**src/sliding_window_maximum_core_assert.svh**
```systemverilog
// ----------------------------------------------------------------------------
// sliding window maximum assertion macros
// shared concurrent property forms for the core's checks
// ----------------------------------------------------------------------------
`ifndef SLIDING_WINDOW_MAXIMUM_CORE_ASSERT_SVH
`define SLIDING_WINDOW_MAXIMUM_CORE_ASSERT_SVH

// same-cycle implication, disabled during reset
`define SWM_ASSERT_IMPL(name, clk, rst, ante, cons) \
   name: assert property (@(posedge clk) disable iff (rst) (ante) |-> (cons)) \
      else $error("sliding window maximum check failed");

// next-cycle implication, disabled during reset
`define SWM_ASSERT_NEXT(name, clk, rst, ante, cons) \
   name: assert property (@(posedge clk) disable iff (rst) (ante) |=> (cons)) \
      else $error("sliding window maximum check failed");

`endif

```
**src/swm_pkg.sv**
```systemverilog
// ----------------------------------------------------------------------------
// swm_pkg
// shared constants and controller/datapath interface types
// ----------------------------------------------------------------------------
package swm_pkg;

   localparam int WINDOW_MAX_DEFAULT  = 64;
   localparam int SAMPLE_BITS_DEFAULT = 16;
   localparam int POS_BITS            = 16;
   localparam int CFG_BITS            = 7;

   localparam logic [CFG_BITS-1:0] WINDOW_SIZE_RESET = 7'd1;

   // controller to datapath
   typedef struct packed {
      logic take;        // latch the accepted transaction
      logic rd_back;     // queue read address: back entry instead of front
      logic drop_front;  // front entry has slid out of the window
      logic drop_back;   // back entry is not greater than the new sample
      logic push;        // append the new sample at the back
      logic load_out;    // load the front value into the output register
   } swm_cmd_type;

   // datapath to controller
   typedef struct packed {
      logic queue_empty;
      logic front_expired;
      logic back_le;
      logic result_due;
      logic out_free;
   } swm_status_type;

endpackage

```
**src/swm_ram.sv**
```systemverilog
// ----------------------------------------------------------------------------
// swm_ram
// generic single write port, single read port ram with registered read
// ----------------------------------------------------------------------------
module swm_ram #(
   parameter int WIDTH = 32,
   parameter int DEPTH = 64
) (
   input  logic                     clock,
   input  logic                     wr_en,
   input  logic [$clog2(DEPTH)-1:0] wr_addr,
   input  logic [WIDTH-1:0]         wr_data,
   input  logic [$clog2(DEPTH)-1:0] rd_addr,
   output logic [WIDTH-1:0]         rd_data
);

   logic [WIDTH-1:0] mem_ff [DEPTH];
   logic [WIDTH-1:0] rd_data_ff;

   always_ff @(posedge clock) begin
      if (wr_en) begin
         mem_ff[wr_addr] <= wr_data;
      end
      rd_data_ff <= mem_ff[rd_addr];
   end

   assign rd_data = rd_data_ff;

endmodule

```
**src/swm_ctrl.sv**
```systemverilog
// ----------------------------------------------------------------------------
// swm_ctrl
// sequencer: expire from the front, pop from the back, push, read the front
// ----------------------------------------------------------------------------
module swm_ctrl (
   input  logic                   clock,
   input  logic                   reset,
   input  logic                   req_tvalid,
   output logic                   req_tready,
   input  swm_pkg::swm_status_type status,
   output swm_pkg::swm_cmd_type    cmd
);

   import swm_pkg::*;

   localparam logic [2:0] ST_IDLE      = 3'd0;
   localparam logic [2:0] ST_EXP_RD    = 3'd1;
   localparam logic [2:0] ST_EXP_CHK   = 3'd2;
   localparam logic [2:0] ST_POP_RD    = 3'd3;
   localparam logic [2:0] ST_POP_CHK   = 3'd4;
   localparam logic [2:0] ST_WRITE     = 3'd5;
   localparam logic [2:0] ST_FRONT_RD  = 3'd6;
   localparam logic [2:0] ST_FRONT_OUT = 3'd7;

   logic [2:0] state_ff;
   logic [2:0] state_in;

   always_comb begin
      state_in = state_ff;
      cmd      = '0;
      case (state_ff)
         ST_IDLE: begin
            if (req_tvalid) begin
               cmd.take = 1'b1;
               state_in = ST_EXP_RD;
            end
         end
         ST_EXP_RD: begin
            // front address goes to the ram here
            state_in = status.queue_empty ? ST_WRITE : ST_EXP_CHK;
         end
         ST_EXP_CHK: begin
            if (status.front_expired) begin
               cmd.drop_front = 1'b1;
               state_in       = ST_EXP_RD;
            end else begin
               state_in = ST_POP_RD;
            end
         end
         ST_POP_RD: begin
            cmd.rd_back = 1'b1;
            state_in    = status.queue_empty ? ST_WRITE : ST_POP_CHK;
         end
         ST_POP_CHK: begin
            if (status.back_le) begin
               cmd.drop_back = 1'b1;
               state_in      = ST_POP_RD;
            end else begin
               state_in = ST_WRITE;
            end
         end
         ST_WRITE: begin
            cmd.push = 1'b1;
            state_in = ST_FRONT_RD;
         end
         ST_FRONT_RD: begin
            state_in = status.result_due ? ST_FRONT_OUT : ST_IDLE;
         end
         ST_FRONT_OUT: begin
            // hold the front address so the read data stays put while stalled
            if (status.out_free) begin
               cmd.load_out = 1'b1;
               state_in     = ST_IDLE;
            end
         end
         default: begin
            state_in = ST_IDLE;
         end
      endcase
   end

   always_ff @(posedge clock) begin
      if (reset) begin
         state_ff <= ST_IDLE;
      end else begin
         state_ff <= state_in;
      end
   end

   assign req_tready = (state_ff == ST_IDLE);

endmodule

```
**src/swm_dp.sv**
```systemverilog
// ----------------------------------------------------------------------------
// swm_dp
// queue ram, head and occupancy, position, fill count and output register
// ----------------------------------------------------------------------------
`include "sliding_window_maximum_core_assert.svh"

module swm_dp #(
   parameter int WINDOW_MAX  = swm_pkg::WINDOW_MAX_DEFAULT,
   parameter int SAMPLE_BITS = swm_pkg::SAMPLE_BITS_DEFAULT
) (
   input  logic                          clock,
   input  logic                          reset,
   input  logic                          csr_wr_en,
   input  logic [swm_pkg::CFG_BITS-1:0]  csr_wr_data,
   input  logic [SAMPLE_BITS-1:0]        req_sample,
   input  logic                          req_start,
   input  logic                          req_end,
   input  logic                          rsp_tready,
   output logic                          rsp_valid,
   output logic [SAMPLE_BITS-1:0]        rsp_sample,
   output logic                          rsp_last,
   input  swm_pkg::swm_cmd_type          cmd,
   output swm_pkg::swm_status_type       status
);

   import swm_pkg::*;

   localparam int AW = $clog2(WINDOW_MAX);
   localparam int OW = $clog2(WINDOW_MAX + 1);
   localparam int SW = OW + 1;
   localparam int EW = SAMPLE_BITS + POS_BITS;

   localparam logic [POS_BITS-1:0] WMAX_POS  = POS_BITS'(WINDOW_MAX);
   localparam logic [OW-1:0]       OCC_FULL  = OW'(WINDOW_MAX);
   localparam logic [SW-1:0]       DEPTH_SUM = SW'(WINDOW_MAX);
   localparam logic [AW-1:0]       LAST_IDX  = AW'(WINDOW_MAX - 1);

   logic [CFG_BITS-1:0]    wsize_ff, wsize_in;
   logic [AW-1:0]          head_ff, head_in;
   logic [OW-1:0]          occ_ff, occ_in;
   logic [OW-1:0]          fill_ff, fill_in;
   logic [POS_BITS-1:0]    pos_ff, pos_in;
   logic [SAMPLE_BITS-1:0] samp_ff, samp_in;
   logic                   end_ff, end_in;
   logic                   out_valid_ff, out_valid_in;
   logic [SAMPLE_BITS-1:0] out_data_ff, out_data_in;
   logic                   out_last_ff, out_last_in;

   logic [POS_BITS-1:0]    ws_pos;
   logic [POS_BITS-1:0]    win_k;
   logic [SW-1:0]          sum;
   logic [SW-1:0]          tail_sum;
   logic [AW-1:0]          tail_idx;
   logic [AW-1:0]          back_idx;
   logic [AW-1:0]          head_inc;
   logic [AW-1:0]          rd_addr;
   logic [EW-1:0]          rd_data;
   logic [SAMPLE_BITS-1:0] rd_val;
   logic [POS_BITS-1:0]    rd_pos;
   logic [POS_BITS-1:0]    age;

   // effective window: zero acts as one, large values clamp to the depth
   assign ws_pos = POS_BITS'(wsize_ff);
   assign win_k  = (wsize_ff == '0) ? POS_BITS'(1)
                 : ((ws_pos > WMAX_POS) ? WMAX_POS : ws_pos);

   // circular buffer indexes
   assign sum      = SW'(head_ff) + SW'(occ_ff);
   assign tail_sum = (sum >= DEPTH_SUM) ? (sum - DEPTH_SUM) : sum;
   assign tail_idx = tail_sum[AW-1:0];
   assign back_idx = (tail_idx == '0) ? LAST_IDX : (tail_idx - AW'(1));
   assign head_inc = (head_ff == LAST_IDX) ? '0 : (head_ff + AW'(1));
   assign rd_addr  = cmd.rd_back ? back_idx : head_ff;

   swm_ram #(
      .WIDTH (EW),
      .DEPTH (WINDOW_MAX)
   ) u_queue_ram (
      .clock   (clock),
      .wr_en   (cmd.push),
      .wr_addr (tail_idx),
      .wr_data ({pos_ff, samp_ff}),
      .rd_addr (rd_addr),
      .rd_data (rd_data)
   );

   assign rd_val = rd_data[SAMPLE_BITS-1:0];
   assign rd_pos = rd_data[EW-1:SAMPLE_BITS];
   assign age    = pos_ff - rd_pos;

   assign status.queue_empty   = (occ_ff == '0);
   assign status.front_expired = (age >= win_k);
   assign status.back_le       = ($signed(rd_val) <= $signed(samp_ff));
   assign status.result_due    = (POS_BITS'(fill_ff) >= win_k);
   assign status.out_free      = !out_valid_ff || rsp_tready;

   always_comb begin
      wsize_in     = csr_wr_en ? csr_wr_data : wsize_ff;
      head_in      = head_ff;
      occ_in       = occ_ff;
      fill_in      = fill_ff;
      pos_in       = pos_ff;
      samp_in      = samp_ff;
      end_in       = end_ff;
      out_valid_in = out_valid_ff;
      out_data_in  = out_data_ff;
      out_last_in  = out_last_ff;

      if (cmd.take) begin
         samp_in = req_sample;
         end_in  = req_end;
         if (req_start) begin
            occ_in  = '0;
            fill_in = '0;
         end
      end
      if (cmd.drop_front) begin
         head_in = head_inc;
         occ_in  = occ_ff - OW'(1);
      end
      if (cmd.drop_back) begin
         occ_in = occ_ff - OW'(1);
      end
      if (cmd.push) begin
         // a full queue loses its front entry; the write lands in its slot
         if (occ_ff == OCC_FULL) begin
            head_in = head_inc;
         end else begin
            occ_in = occ_ff + OW'(1);
         end
         pos_in = pos_ff + POS_BITS'(1);
         if (fill_ff < OCC_FULL) begin
            fill_in = fill_ff + OW'(1);
         end
      end

      if (cmd.load_out) begin
         out_valid_in = 1'b1;
         out_data_in  = rd_val;
         out_last_in  = end_ff;
      end else if (rsp_tready) begin
         out_valid_in = 1'b0;
      end
   end

   always_ff @(posedge clock) begin
      if (reset) begin
         wsize_ff     <= WINDOW_SIZE_RESET;
         head_ff      <= '0;
         occ_ff       <= '0;
         fill_ff      <= '0;
         pos_ff       <= '0;
         out_valid_ff <= 1'b0;
      end else begin
         wsize_ff     <= wsize_in;
         head_ff      <= head_in;
         occ_ff       <= occ_in;
         fill_ff      <= fill_in;
         pos_ff       <= pos_in;
         out_valid_ff <= out_valid_in;
      end
   end

   always_ff @(posedge clock) begin
      samp_ff     <= samp_in;
      end_ff      <= end_in;
      out_data_ff <= out_data_in;
      out_last_ff <= out_last_in;
   end

   assign rsp_valid  = out_valid_ff;
   assign rsp_sample = out_data_ff;
   assign rsp_last   = out_last_ff;

   `SWM_ASSERT_IMPL(a_occ_bound, clock, reset, 1'b1, occ_ff <= OCC_FULL)
   `SWM_ASSERT_IMPL(a_fill_bound, clock, reset, 1'b1, fill_ff <= OCC_FULL)
   `SWM_ASSERT_IMPL(a_pop_nonempty, clock, reset, cmd.drop_back || cmd.drop_front, occ_ff != '0)
   `SWM_ASSERT_IMPL(a_load_free, clock, reset, cmd.load_out, !out_valid_ff || rsp_tready)
   `SWM_ASSERT_NEXT(a_start_clears, clock, reset, cmd.take && req_start, occ_ff == '0 && fill_ff == '0)

endmodule

```
**src/sliding_window_maximum_core.sv**
```systemverilog
// ----------------------------------------------------------------------------
// sliding_window_maximum_core
// streaming maximum over the last window_size signed samples, kept as a
// monotonic queue of candidate maxima in a circular buffer
// ----------------------------------------------------------------------------
//  channel   direction  fields (tdata low bit up / tuser / tlast)
//  req_      in         sample                / start_new / end_flag
//  rsp_      out        window_max            / -         / last_window
//  csr_      in         window_size (write only, one register)
//
//  one sample at a time; the queue ram has a single read port, so each
//  transaction reads and tests one entry at a time as it expires and pops.
//  the next sample is taken while a result still waits in the output register.
//  reset is synchronous and active high; it empties the queue, clears the
//  position and fill count, and sets window_size to one.
//  a stalled rsp_ side holds the block only when a second result is ready.
// ----------------------------------------------------------------------------
module sliding_window_maximum_core #(
   parameter int WINDOW_MAX  = swm_pkg::WINDOW_MAX_DEFAULT,
   parameter int SAMPLE_BITS = swm_pkg::SAMPLE_BITS_DEFAULT,
   localparam int DATA_BITS  = ((SAMPLE_BITS + 7) / 8) * 8
) (
   input  logic                         clock,
   input  logic                         reset,
   input  logic                         csr_wr_en,
   input  logic [swm_pkg::CFG_BITS-1:0] csr_wr_data,   // window_size
   input  logic                         req_tvalid,
   output logic                         req_tready,
   input  logic [DATA_BITS-1:0]         req_tdata,     // sample
   input  logic                         req_tuser,     // start_new
   input  logic                         req_tlast,     // end_flag
   output logic                         rsp_tvalid,
   input  logic                         rsp_tready,
   output logic [DATA_BITS-1:0]         rsp_tdata,     // window_max
   output logic                         rsp_tlast      // last_window
);

   import swm_pkg::*;

   swm_cmd_type            cmd;
   swm_status_type         status;
   logic [SAMPLE_BITS-1:0] rsp_sample;

   swm_ctrl u_ctrl (
      .clock      (clock),
      .reset      (reset),
      .req_tvalid (req_tvalid),
      .req_tready (req_tready),
      .status     (status),
      .cmd        (cmd)
   );

   swm_dp #(
      .WINDOW_MAX  (WINDOW_MAX),
      .SAMPLE_BITS (SAMPLE_BITS)
   ) u_dp (
      .clock       (clock),
      .reset       (reset),
      .csr_wr_en   (csr_wr_en),
      .csr_wr_data (csr_wr_data),
      .req_sample  (req_tdata[SAMPLE_BITS-1:0]),
      .req_start   (req_tuser),
      .req_end     (req_tlast),
      .rsp_tready  (rsp_tready),
      .rsp_valid   (rsp_tvalid),
      .rsp_sample  (rsp_sample),
      .rsp_last    (rsp_tlast),
      .cmd         (cmd),
      .status      (status)
   );

   assign rsp_tdata = DATA_BITS'(rsp_sample);

endmodule
```
**config.mk**
```make
export PLATFORM = sky130hd
export DESIGN_NAME = sliding_window_maximum_core
export DESIGN_NICKNAME = d
export VERILOG_FILES = /design/src/swm_pkg.sv /design/src/swm_ram.sv /design/src/swm_ctrl.sv /design/src/swm_dp.sv /design/src/sliding_window_maximum_core.sv
export VERILOG_INCLUDE_DIRS = /design/src /design/src/src
export SDC_FILE = /design/constraint.sdc
export NUM_CORES = 2
export LEC_CHECK = 0
export ABC_AREA = 0
export BUFFER_PORTS_ARGS = -buffer_cell sky130_fd_sc_hd__buf_4
export CAP_MARGIN = 20
export CORE_MARGIN = 4
export CORE_UTILIZATION = 29
export CTS_CLUSTER_SIZE = 20
export DETAILED_ROUTE_END_ITERATION = 7
export GPL_TIMING_DRIVEN = 0
export PLACE_DENSITY = 0.5
export REMOVE_ABC_BUFFERS = 1
export SYNTH_ARGS = -nofsm -noshare
export SYNTH_HDL_FRONTEND = slang
export SYNTH_SLANG_ARGS = --single-unit
```
**constraint.sdc**
```tcl
create_clock -name clock -period 9.4 [get_ports clock]
set_input_delay 0 -clock clock [delete_from_list [all_inputs] [get_ports clock]]
set_output_delay 0 -clock clock [all_outputs]
set_load 0.05 [all_outputs]
```
==> flow_metrics.env <==
export IMPL_min_from="reset"
export IMPL_ys_top_cells_by_count="edfxtp_1, mux4_2, nand2_1"
export IMPL_initial_utilization_pct=29.20
export IMPL_grt_max_degree=70
export IMPL_cp_startpoint="u_dp.occ_ff[0]$_SDFF_PP0_"
export IMPL_die_x_um=547.3
export IMPL_max_freq_mhz=194.1
export IMPL_critPathRequiredTime_ps=10070
export IMPL_outcome="finished with violations"
export IMPL_fillers=26776
export IMPL_min_period_over_period_pct=54.80
export IMPL_netlist_instances=4062
export IMPL_drcViolationCount=0
export IMPL_relSlewSlack_pct=-2.632
export IMPL_synth_most_common_cell="edfxtp_1"
export IMPL_grt_use_total_pct=15.02
export IMPL_post_drt_wl_per_cell_um=26.95
export IMPL_min_period_ps=5151
export IMPL_p_comb_share_pct=22.5
export IMPL_sw_frac_of_total_pct=27.75
export IMPL_syn_avg_cell_area_um2=20.76
export IMPL_total_power_mw=25.33
export IMPL_place_ws_ps=4252
export IMPL_ys_seq_area_share_pct=76.00
export IMPL_yosysWarningCount=0
export IMPL_r2r_start="u_dp.occ_ff[0]$_SDFF_PP0_"
export IMPL_area_growth_pct=20.50
export IMPL_cts_tree="yes"
export IMPL_path_class="flip-flop to flip-flop"
export IMPL_core_area_um2=288900
export IMPL_yosys_area_top_type="edfxtp_1"
export IMPL_violations="max-slew violations"
export IMPL_power_net_switching_mw=7.029
export IMPL_cts_buffers=222
export IMPL_synth_distinct_cells=88
export IMPL_die_h_um=547.3
export IMPL_hold_viol_final=0
export IMPL_p_clk_share_pct=33.8
export IMPL_cap_violations=0
export IMPL_hold_path_class="input pin to flip-flop"
export IMPL_hpwl_um=149100
export IMPL_grt_pass1_vias=42548
export IMPL_drt_iter0_markers=4118
export IMPL_ant_nets=0
export IMPL_synth_top_flop_cell="edfxtp_1"
export IMPL_htreeDepth=4
export IMPL_globalplace_congestion=0.7746
export IMPL_grt_pass1_wl_um=325100
export IMPL_design_area_um2=101600
export IMPL_grt_overflow_total=0
export IMPL_layout_drive_gt1_share_pct=26.20
export IMPL_worstPathMaxFanout=17
export IMPL_postSynthRegisterBits=2161
export IMPL_postCtsSetupRepairBufs=0
export IMPL_clk_pin_slew_ps=60
export IMPL_wl_um=228800
export IMPL_finish_utilization_pct=35.18
export IMPL_clkLatencyLatePin_ps=860
export IMPL_fin_nets=4501
export IMPL_leakage_nw=32.03
export IMPL_ys_top_cells_by_area="edfxtp_1, mux4_2, dfxtp_1, nand2_1, mux2i_1"
export IMPL_synth_top_area_share_pct=74.12
export IMPL_netlist_area_um2=84350
export IMPL_vias=41859
export IMPL_r2r_slack_ps=4250
export IMPL_tightest_slew_ps=1539
export IMPL_instances_no_fill=8491
export IMPL_maxSlewViolCount=6
export IMPL_holdWs_ps=191.8
export IMPL_critPathLaunchType="flip-flop"
export IMPL_row_count=197
export IMPL_seqPwrFrac_pct=43.7
export IMPL_rsz0062_at_grt="no"
export IMPL_arrival_ps=5820
export IMPL_ctsRootBufferMaster="clkbuf_16"
export IMPL_final_setup_worst_slack_ps=4249
export IMPL_peakVddDrop_mv=0.2121
export IMPL_postPlaceCellArea_um2=93830
export IMPL_vias_per_cell=4.930
export IMPL_cts_path_max_buffers=3
export IMPL_clock_sinks=2161
export IMPL_grt_antenna_before_repair=16
export IMPL_dieArea_um2=299500
export IMPL_endpoint_kind="flip-flop"
export IMPL_powerDensity_nw_per_um2=249.3
export IMPL_setup_viol=0
export IMPL_dr_pass1_iters=6
export IMPL_fin_skew_ps=49.69
export IMPL_async_flop_share_pct=0
export IMPL_placed_cells=7999
export IMPL_power_report_internal_total_mw=18.31
export IMPL_ios=49
export IMPL_port_buffers=48
export IMPL_finalSetupTns_ps=0
export IMPL_synth_edf_count=2082
-- worst max-delay path: stages, from the launching register on --
cell and delay (ps):
dfxtp_1 400, ha_1 270, fa_1 620, inv_1 120, ha_1 350, o21ai_4 700
buf_12 270, buf_12 210, buf_16 190, buf_12 200, mux4_2 250, nand2_1 60
nand3_1 220, nand4_1 500, a311oi_1 560
-- area by class of cell --
| type | instances | area, µm² | share of cell area, % |
|---|---|---|---|
| Timing Repair Buffer | 331 | 5923 | 5.828 |
| Tap cell | 3880 | 4855 | 4.776 |
| Clock buffer | 296 | 5976 | 5.879 |
| Multi-Input combinational cell | 1650 | 19450 | 19.13 |
| Inverter | 47 | 176.4 | 0.1736 |
| Antenna cell | 12 | 30.03 | 0.02955 |
| Sequential cell | 2161 | 64130 | 63.10 |
| Clock inverter | 114 | 1099 | 1.081 |
-- path summary, 6_finish.rpt --
path	depth (start not counted)	to
worst min-delay path	3	u_dp.pos_ff[0]$_SDFFE_PP0P_
worst min register to register	0	u_dp.rsp_last$_DFFE_PP_
worst max register to register	14	u_dp.u_queue_ram.rd_data[18]$_DFF_P_
worst max-delay path	14	u_dp.u_queue_ram.rd_data[18]$_DFF_P_
-- placed cells by master (no fill, tap or decap), types with 13 or more instances in the layout --
master         netlist  routed
edfxtp_1          2082    2082
mux4_2             512     512
nand2_1            315     315
clkbuf_16            0     224
buf_12               0     114
mux2i_1            102     102
a32oi_1             88      88
buf_16               0      88
nand3_1             76      76
dlygate4sd3_1        0      70
nor2_4               2      67
nor2_1             135      67
dfxtp_1             79      63
clkbuf_1            27      62
ha_1                56      56
buf_4               37      49
inv_1               47      47
a22oi_1             41      41
a21oi_1             40      40
clkinv_2             0      39
clkinv_1             0      39
and3_1              24      23
and4_1              23      23
o21ai_0             22      20
nand4_1             20      20
xor2_1              16      16
nor3_1              14      14
xnor2_1             14      14
a21o_1              14      14
bufinv_16            0      14
a311oi_1            13      13
-- cell families (layout without fill, tap and decap cells) --
group	count (synthesis)	count (layout)	share of synthesized area [%]
xor+xnor	32	32	0.3501
mux	618	618	14.95
fa+ha+maj	58	58	0.8782
other cells	0	12	0
simple gates	664	664	3.624
buf+inv	251	788	1.615
flops	2161	2161	76.00
compound gates	278	278	2.581
-- state kept, by name, indices dropped and copies added, names as in the netlist --
register / count
u_ctrl.state_ff: 3
u_dp.end_ff: 1
u_dp.fill_ff: 7
u_dp.head_ff: 6
u_dp.occ_ff: 7
u_dp.pos_ff: 16
u_dp.rsp_last: 1
u_dp.rsp_sample: 16
u_dp.rsp_valid: 1
u_dp.samp_ff: 16
u_dp.u_queue_ram.mem_ff: 2048
u_dp.u_queue_ram.rd_data: 32
u_dp.wsize_ff: 7
-- per-layer routing --
metal	share of wire, %	up-vias	track usage, %	routed length, µm
met1	43	22694	20.67	99100
met5	0.0044	-	0	10
met2	49	1252	24.82	111900
met3	5.0	301	2.132	11440
met4	2.8	2	4.420	6357
li1	-	17610	-	-
-- power by group through the flow --
stage | Clock [mW] | Combinational [mW] | Sequential, mW
floorplan | 0 | 5.67 | 11.3
global placement | 0 | 5.88 | 11.6
detailed placement | 0 | 5.75 | 11.3
CTS | 8.77 | 5.80 | 11.1
global route | 9.16 | 6.11 | 11.1
finish | 8.56 | 5.70 | 11.1
-- what timing repair did --
item                                    4_1_cts  5_1_grt
resized for setup                             0        0
endpoints found under the hold margin        98        0
hold buffers                                 70        0
endpoints found under the setup margin        0        0
Note: power is estimated with default switching activity, not from simulation.
